`config.mk`:
```
export PLATFORM = sky130hd
export DESIGN_NAME = sustained_loud_sound_detector
export DESIGN_NICKNAME = d
export VERILOG_FILES = /design/src/hdl/slsd_pkg.sv /design/src/hdl/slsd_cfg.sv /design/src/hdl/slsd_core.sv /design/src/hdl/sustained_loud_sound_detector.sv
export SDC_FILE = /design/constraint.sdc
export NUM_CORES = 1
export LEC_CHECK = 0
export ABC_AREA = 1
export BUFFER_PORTS_ARGS = -buffer_cell sky130_fd_sc_hd__buf_2
export CAP_MARGIN = 0
export CORE_MARGIN = 4
export CORE_UTILIZATION = 66
export DETAILED_ROUTE_END_ITERATION = 7
export PLACE_DENSITY = 0.86
export SYNTH_ARGS = -nofsm -noshare
export SYNTH_HDL_FRONTEND = slang
export SYNTH_SLANG_ARGS = --single-unit
```
`constraint.sdc`:
```
create_clock -name clk -period 11.15 [get_ports clk]
set_input_delay 3.345 -clock clk [delete_from_list [all_inputs] [get_ports clk]]
set_output_delay 3.345 -clock clk [all_outputs]
set_load 0.01 [all_outputs]
```
`src/hdl/slsd_pkg.sv`:
```
`timescale 1ns / 1ps
`default_nettype none

package slsd_pkg;

	// Time counter width default
	localparam int TIME_BITS_DEF = 32;

	// Input opcodes
	typedef enum logic [1:0] {
		OP_SAMPLE = 2'd0,
		OP_TICK   = 2'd1,
		OP_SENT   = 2'd2,
		OP_NONE   = 2'd3
	} op_t;

	// Configuration register indexes
	localparam int CFG_IDX_BITS = 8;
	localparam logic [CFG_IDX_BITS-1:0] REG_LOUD_THRESHOLD = 8'd0;
	localparam logic [CFG_IDX_BITS-1:0] REG_FRAMES_NEEDED  = 8'd1;
	localparam logic [CFG_IDX_BITS-1:0] REG_SUSTAIN_MS     = 8'd2;
	localparam logic [CFG_IDX_BITS-1:0] REG_COOLDOWN_MS    = 8'd3;
	localparam int CFG_DATA_BITS = 16;

	// Reset values of the registers
	localparam logic [14:0] LOUD_THRESHOLD_RST = 15'd2300;
	localparam logic [7:0]  FRAMES_NEEDED_RST  = 8'd4;
	localparam logic [15:0] SUSTAIN_MS_RST     = 16'd150;
	localparam logic [15:0] COOLDOWN_MS_RST    = 16'd2000;

	// Saturation limits
	localparam logic [14:0] PEAK_MAX  = 15'h7fff;
	localparam logic [7:0]  COUNT_MAX = 8'hff;

	typedef struct packed {
		logic [1:0]         op;
		logic signed [15:0] sample;
		logic               frame_last;
		logic               armed;
	} item_t;

	typedef struct packed {
		logic        alert;
		logic [14:0] frame_peak;
		logic        frame_loud;
		logic [7:0]  run_length;
	} result_t;

	typedef struct packed {
		logic [14:0] loud_threshold;
		logic [7:0]  frames_needed;
		logic [15:0] sustain_ms;
		logic [15:0] cooldown_ms;
	} cfg_t;

endpackage

`default_nettype wire

```
`src/hdl/slsd_cfg.sv`:
```
`timescale 1ns / 1ps
`default_nettype none

module slsd_cfg (
	input  wire logic                              clk,
	input  wire logic                              arst_n,
	input  wire logic                              wr_en,
	input  wire logic [slsd_pkg::CFG_IDX_BITS-1:0]  wr_index,
	input  wire logic [slsd_pkg::CFG_DATA_BITS-1:0] wr_data,
	output slsd_pkg::cfg_t                         cfg
);
	import slsd_pkg::*;

	cfg_t cfg_q;

	// Write the addressed register, ignore unknown indexes
	always_ff @(posedge clk or negedge arst_n) begin
		if (!arst_n) begin
			cfg_q.loud_threshold <= LOUD_THRESHOLD_RST;
			cfg_q.frames_needed  <= FRAMES_NEEDED_RST;
			cfg_q.sustain_ms     <= SUSTAIN_MS_RST;
			cfg_q.cooldown_ms    <= COOLDOWN_MS_RST;
		end else if (wr_en) begin
			case (wr_index)
				REG_LOUD_THRESHOLD: cfg_q.loud_threshold <= wr_data[14:0];
				REG_FRAMES_NEEDED:  cfg_q.frames_needed  <= wr_data[7:0];
				REG_SUSTAIN_MS:     cfg_q.sustain_ms     <= wr_data;
				REG_COOLDOWN_MS:    cfg_q.cooldown_ms    <= wr_data;
				default: ;
			endcase
		end
	end

	assign cfg = cfg_q;

endmodule

`default_nettype wire

```
`src/hdl/slsd_core.sv`:
```
`timescale 1ns / 1ps
`default_nettype none

module slsd_core #(
	parameter int TIME_BITS = slsd_pkg::TIME_BITS_DEF
) (
	input  wire logic            clk,
	input  wire logic            arst_n,
	input  wire logic            fire,
	input  slsd_pkg::item_t      item,
	input  slsd_pkg::cfg_t       cfg,
	output logic                 res_valid,
	output slsd_pkg::result_t    res
);
	import slsd_pkg::*;

	logic [TIME_BITS-1:0] now_ms_q;
	logic [TIME_BITS-1:0] run_start_ms_q;
	logic [TIME_BITS-1:0] last_alert_ms_q;
	logic [14:0]          running_peak_q;
	logic                 run_active_q;
	logic [7:0]           loud_run_count_q;

	logic [15:0]          neg_sample;
	logic [14:0]          mag;
	logic [14:0]          peak;
	logic                 is_sample;
	logic                 frame_end;
	logic                 loud;
	logic [7:0]           count_next;
	logic [TIME_BITS-1:0] start_next;
	logic [TIME_BITS-1:0] held;
	logic [TIME_BITS-1:0] since;
	logic                 alert;

	// Absolute value, most negative sample saturates
	always_comb begin
		neg_sample = 16'(-item.sample);
		if (!item.sample[15]) begin
			mag = item.sample[14:0];
		end else if (item.sample == 16'sh8000) begin
			mag = PEAK_MAX;
		end else begin
			mag = neg_sample[14:0];
		end
	end

	// Frame peak including this sample
	assign peak      = (mag > running_peak_q) ? mag : running_peak_q;
	assign is_sample = fire && (op_t'(item.op) == OP_SAMPLE);
	assign frame_end = is_sample && item.frame_last;
	assign res_valid = frame_end && item.armed;

	// Run update and alert decision
	always_comb begin
		loud = peak > cfg.loud_threshold;
		if (!run_active_q) begin
			count_next = 8'd1;
			start_next = now_ms_q;
		end else begin
			count_next = (loud_run_count_q == COUNT_MAX) ? COUNT_MAX
				: loud_run_count_q + 8'd1;
			start_next = run_start_ms_q;
		end
		held  = now_ms_q - start_next;
		since = now_ms_q - last_alert_ms_q;
		alert = loud && (count_next >= cfg.frames_needed)
			&& (held >= TIME_BITS'(cfg.sustain_ms))
			&& (since > TIME_BITS'(cfg.cooldown_ms));
	end

	// Advance state on each processed word
	always_ff @(posedge clk or negedge arst_n) begin
		if (!arst_n) begin
			now_ms_q         <= '0;
			run_start_ms_q   <= '0;
			last_alert_ms_q  <= '0;
			running_peak_q   <= '0;
			run_active_q     <= 1'b0;
			loud_run_count_q <= '0;
		end else if (fire) begin
			case (op_t'(item.op))
				OP_TICK: now_ms_q <= now_ms_q + TIME_BITS'(1);
				OP_SENT: last_alert_ms_q <= now_ms_q;
				OP_SAMPLE: begin
					running_peak_q <= item.frame_last ? 15'd0 : peak;
					if (item.frame_last && item.armed) begin
						if (!loud || alert) begin
							run_active_q     <= 1'b0;
							loud_run_count_q <= '0;
						end else begin
							run_active_q     <= 1'b1;
							loud_run_count_q <= count_next;
						end
						if (loud && !run_active_q) begin
							run_start_ms_q <= now_ms_q;
						end
					end
				end
				default: ;
			endcase
		end
	end

	// Result word
	always_comb begin
		res.alert      = alert;
		res.frame_peak = peak;
		res.frame_loud = loud;
		res.run_length = (!loud || alert) ? 8'd0 : count_next;
	end

endmodule

`default_nettype wire

```
`src/hdl/sustained_loud_sound_detector.sv`:
```
`timescale 1ns / 1ps
`default_nettype none

// Throughput: one input word per cycle; the only stall comes from a stalled result.
// Each word passes an input register, then one compare/update step into the result register.
// Reset (arst_n low, asynchronous): registers return to defaults, time and run state clear.
module sustained_loud_sound_detector #(
	parameter int TIME_BITS = slsd_pkg::TIME_BITS_DEF
) (
	input  wire logic                              clk,
	input  wire logic                              arst_n,
	input  wire logic                              item_valid,
	output logic                                   item_stall,
	input  slsd_pkg::item_t                        item,
	output logic                                   result_valid,
	input  wire logic                              result_stall,
	output slsd_pkg::result_t                      result,
	input  wire logic                              cfg_valid,
	output logic                                   cfg_ready,
	input  wire logic [slsd_pkg::CFG_IDX_BITS-1:0]  cfg_index,
	input  wire logic [slsd_pkg::CFG_DATA_BITS-1:0] cfg_data
);
	import slsd_pkg::*;

	cfg_t    cfg;
	item_t   item_s1;
	logic    valid_s1;
	logic    out_free;
	logic    fire;
	logic    res_valid;
	result_t res;
	result_t result_q;
	logic    result_valid_q;

	assign cfg_ready = 1'b1;

	slsd_cfg u_cfg (
		.clk      (clk),
		.arst_n   (arst_n),
		.wr_en    (cfg_valid),
		.wr_index (cfg_index),
		.wr_data  (cfg_data),
		.cfg      (cfg)
	);

	// Handshake between the stages
	assign out_free   = !result_valid_q || !result_stall;
	assign fire       = valid_s1 && out_free;
	assign item_stall = valid_s1 && !out_free;

	// Input register
	always_ff @(posedge clk or negedge arst_n) begin
		if (!arst_n) begin
			valid_s1 <= 1'b0;
		end else if (!item_stall) begin
			valid_s1 <= item_valid;
		end
	end

	always_ff @(posedge clk) begin
		if (item_valid && !item_stall) begin
			item_s1 <= item;
		end
	end

	slsd_core #(
		.TIME_BITS (TIME_BITS)
	) u_core (
		.clk       (clk),
		.arst_n    (arst_n),
		.fire      (fire),
		.item      (item_s1),
		.cfg       (cfg),
		.res_valid (res_valid),
		.res       (res)
	);

	// Result register, hold while stalled
	always_ff @(posedge clk or negedge arst_n) begin
		if (!arst_n) begin
			result_valid_q <= 1'b0;
		end else if (out_free) begin
			result_valid_q <= res_valid;
		end
	end

	always_ff @(posedge clk) begin
		if (res_valid) begin
			result_q <= res;
		end
	end

	assign result_valid = result_valid_q;
	assign result       = result_q;

endmodule

`default_nettype wire
```
**Yosys cells after proc, flatten, opt, wreduce, memory -nomap -nowiden**

Cells that the tools add are included.
W data, S select, Z words.

- Register bits after elaboration: 222
- Input bits: 49

- Add/subtract/negate cells: 5
- Equal/unequal tests: 7
- Reduce and logical (&&, ||, !) cells: 30
- Order comparisons: 5
- Muxes and demuxes: 9

Operators by type and width:

| cell | number |
|---|---|
| $sub A32 B32 Y32 | 2 |
| $mux W15 | 4 |
| $add A32 B1 Y32 const B | 1 |
| $ge A32 B16 Y1 | 1 |
| $gt A32 B16 Y1 | 1 |
| $mux W32 | 1 |
| $gt A15 B15 Y1 | 2 |
| $mux W8 | 3 |
| $eq A16 B16 Y1 const B | 1 |
| $eq A8 B2 Y1 const B | 2 |
| $neg A15 Y15 | 1 |
| $reduce_and A2 Y1 | 7 |
| $logic_and A1 B1 Y1 | 11 |
| $add A8 B1 Y8 const B | 1 |
| $eq A8 B1 Y1 const B | 1 |
| $eq A8 B8 Y1 const B | 1 |
| $ge A8 B8 Y1 | 1 |
| $logic_not A8 Y1 | 1 |
| $logic_not A1 Y1 | 6 |
| $reduce_and A4 Y1 | 1 |
| $reduce_and A3 Y1 | 1 |
| $eq A2 B1 Y1 const B | 1 |
| $eq A2 B2 Y1 const B | 1 |
| $logic_not A2 Y1 | 1 |
| 2 further kinds | 3 |

**Depth between registers and ports, before layout**

- Word-level depth: 11
- Gate-level depth with buffers: 41
- Depth with buffers taken out: 39

**Cells and area by module**

From an unflattened synthesis, not the netlist that was laid out.

- Cells, all modules: 2370
- Area total of the unflattened synthesis: 16642.2 um^2

Modules (own cells, without submodules):

| module | area each (um^2) | sequential area each (um^2) | times used | cells an instance |
|---|---|---|---|---|
| slsd_core | 12823.5 | 3002.9 | 1 | 2057 |
| slsd_cfg | 2361.0 | 1398.8 | 1 | 256 |
| sustained_loud_sound_detector | 1457.6 | 1401.3 | 1 | 57 |

**Worst setup path after synthesis**

OpenSTA, ideal clock, no wires.

- Path kind: in2out
- From: input port result_stall
- To: output port item_stall
- Required time: 7805 ps
- Path slack: 4190 ps
- Arrival: 3615 ps
- Stages on the path: 2
- Cell sequence: nand2_1 > nor2_1

- Word-level cells in the longest chain between the ends: 4

Ends and longest elaborated chain:

| element | RTL line | source |
|---|---|---|
| start: declaration | sustained_loud_sound_detector.sv:16 | `input wire logic result_stall,` |
| $logic_not A1 Y1 | sustained_loud_sound_detector.sv:47 | `assign out_free = !result_valid_q \|\| !result_stall;` |
| $logic_or A1 B1 Y1 | sustained_loud_sound_detector.sv:47 |  |
| $logic_not A1 Y1 | sustained_loud_sound_detector.sv:49 | `assign item_stall = valid_s1 && !out_free;` |
| $logic_and A1 B1 Y1 | sustained_loud_sound_detector.sv:49 |  |
| end: declaration | sustained_loud_sound_detector.sv:13 | `output logic item_stall,` |

Every way passes these cells.

==> results.yml <==
status:
  outcome: "finished, final reports clean"
yosys:
  synth_commonest_cells: "nand2_1, inv_1, o21ai_0"
  yosys.cell_types.count: 51
  ys_seq_area_share_pct: 36.3
  synth_edf_count: 45
  post-synth-top-area-cell: "dfrtp_1"
  synth.top_cell.area_share_pct: 24.9
  yosysWarnings: 0
  synth_area_per_cell_um2: 7.00
  syn_nets: 2472
  netlist_instances: 2286
  ys_ff_latch: 222
  syn_area_um2: 16000
  synth_flop_cell: "dfrtp_1"
  async_flop_share_pct: 79.7
  yosysMostFrequentCell: "nand2_1"
  synthTopCellsByArea: "dfrtp_1, nand2_1, ha_1"
clock_network:
  h-tree-depth: 1
  cts_setup_buffers: 0
  root_buffer: "clkbuf_16"
  worst_skew_pair.late_latency_ns: 0.55
  cts_tree: "done"
  cts.repair.resized: 0
  cts_made_buffers: 25
  clock-sinks: 222
  clkTransAtPathRegs_ns: 0.06
  cts_hold_buffers: 0
  ctsLongestPathBuffers: 3
cells_and_area:
  syn_to_final_growth_pct: 9.13
  fillCellCount: 1854
  final_util_pct: 73.7
  num_antenna_cells: 0
  finalNonFillerCells: 2689
  nets: 2537
  postLayoutCellArea_um2: 17500
  drive_above_1_share_pct: 7.17
timing:
  setup_slack_ns: 3.42
  setup_tns_ns: 0
  rsz0062_at_grt: "no"
  skew_ns: 0.0367
  max_freq_mhz: 129
  worst_pin_slew_ns: 1.15
  relSlewSlack_pct: 22.8
  setup_viol_count_final: 0
  fin_crit_sh_pct: 69.3
  finalHoldViolations: 0
  finalMaxSlewViolations: 0
  period_minus_slack_ns: 7.73
routing:
  vias_per_cell: 5.50
  via_count: 14800
  antenna_left: 0
  remaining_drc_errors: 0
  drt_first_pass_iters: 6
  drtIter0Drc: 1556
  drt_wl_total_mm: 40.1
  wire_per_inst_um: 14.9
pwr:
  powerDensity_nw_per_um2: 250
  leakagePower_nw: 9.48
  vdd_drop_max_uv: 165
run:
  maxCapViolations: 0
placement:
  dp_hpwl_mm: 30.6
  gp_congestion: 1.01
  dp.cells: 2643
  io_buffers: 75
  dp_slack_ns: 3.36
  placed_area_um2: 16700
floorplanning:
  rows: 56
  chipHeight_um: 164
  core-area_um2: 23700
  dieArea_um2: 26800
  die_w_um: 164
  start_util_pct: 67.6
  ioPinCount: 77
setup_path:
  start_kind: "flip-flop"
  critPathKind: "reg2reg"
  worst_ep_required_time_ns: 11.54
  cp-end-kind: "flip-flop"
  crit_top_cell: "inv_1"
  crit_arrival_ns: 8.12
  max_stage_delay_ns: 0.92
  rr_worst_depth: 37
  worstPathMaxFanout: 64
  cp_slowest_cell: "nand3_2"
global_routing:
  grt_overflow: 0
  antenna_found_initial: 1
  grt_pass1_vias: 13900
  grt_max_degree: 104
  grtUsageTotal_pct: 30.1
  grt_pass1_wl_mm: 66.2
hold_path:
  holdPathStages: 2
  hp-class: "reg2reg"
report_power, final:
part	internal (mW)	switching [mW]
Combinational	0.892	1.65
Clock	0.465	0.348
Sequential	0.940	0.0796
placed cells by master, fill, tap and decap left out, types with 22 or more instances in the layout:
cell,netlist,routed
a21oi_1,83,83
buf_2,2,74
clkbuf_16,0,26
dfrtp_1,159,159
edfxtp_1,45,45
ha_1,135,135
inv_1,427,427
nand2_1,742,742
nand3_1,84,83
nand4_1,25,25
nor2_1,161,161
nor3_1,23,22
o21ai_0,195,195
xor2_1,58,58
through the flow:
step	power [mW]	hold slack, ns
after floorplan	2.90	0.448
after global placement	3.38	0.462
after detailed placement	3.50	0.471
after CTS	4.34	0.484
after global routing	4.77	0.500
final	4.37	0.485
cells by family (layout without fill, tap and decap cells):
| logic type | after synthesis | count (layout) | synth area share [%] |
|---|---|---|---|
| simple gates | 1084 | 1084 | 28.3 |
| buf+inv | 471 | 555 | 11.1 |
| compound gates | 308 | 308 | 10.0 |
| flops | 222 | 222 | 36.3 |
| fa+ha+maj | 137 | 137 | 10.8 |
| xor+xnor | 63 | 63 | 3.45 |
| other cells | 1 | 1 | 0.0234 |
worst paths after layout:
check | start | to | slack (ns)
max | item_s1[2]$_DFFE_PP_ | u_core.run_start_ms_q[29]$_DFFE_PN0P_ | 3.42
min | u_core.running_peak_q[2]$_DFFE_PN0P_ | u_core.running_peak_q[2]$_DFFE_PN0P_ | 0.49
min in group asynchronous | arst_n | u_cfg.cfg[38]$_DFFE_PN0P_ | 2.87
min reg2reg | u_core.running_peak_q[2]$_DFFE_PN0P_ | u_core.running_peak_q[2]$_DFFE_PN0P_ | 0.49
max reg2reg | item_s1[2]$_DFFE_PP_ | u_core.run_start_ms_q[29]$_DFFE_PN0P_ | 3.42
max in group asynchronous | arst_n | u_core.now_ms_q[30]$_DFFE_PN0P_ | 6.66
sequential cells by signal, indices dropped and copies added (netlist names):
name,count
u_core.running_peak_q,15
u_core.last_alert_ms_q,32
valid_s1,1
u_cfg.cfg,55
result,25
u_core.run_active_q,1
u_core.run_start_ms_q,32
u_core.loud_run_count_q,8
u_core.now_ms_q,32
result_valid,1
item_s1,20
per-layer routing:
layer  share of wire [%]  up-vias  track usage [%]
li1                    -     7311                -
met1                  43     6823             41.4
met2                  47      535             50.7
met4                 2.8        2             8.73
met5               0.032        -                0
met3                 7.1      110             3.31
final cells by class:
cell class / count / area [um2] / share of cell area [%]
Clock buffer: 37 / 742 / 4.25
Tap cell: 319 / 399 / 2.29
Clock inverter: 9 / 66.3 / 0.380
Multi-Input combinational cell: 1593 / 8430 / 48.3
Sequential cell: 222 / 5800 / 33.2
Inverter: 431 / 1620 / 9.26
Timing Repair Buffer: 78 / 404 / 2.31
critical path, delay by kind of cell (launching register included):
kind            cells  cell delay, ns
simple gates       16            3.00
compound gates      9            2.13
buf+inv             9            1.40
flops               1            0.39
fa+ha+maj           3            0.61
Note: power is estimated with default switching activity, not from simulation.
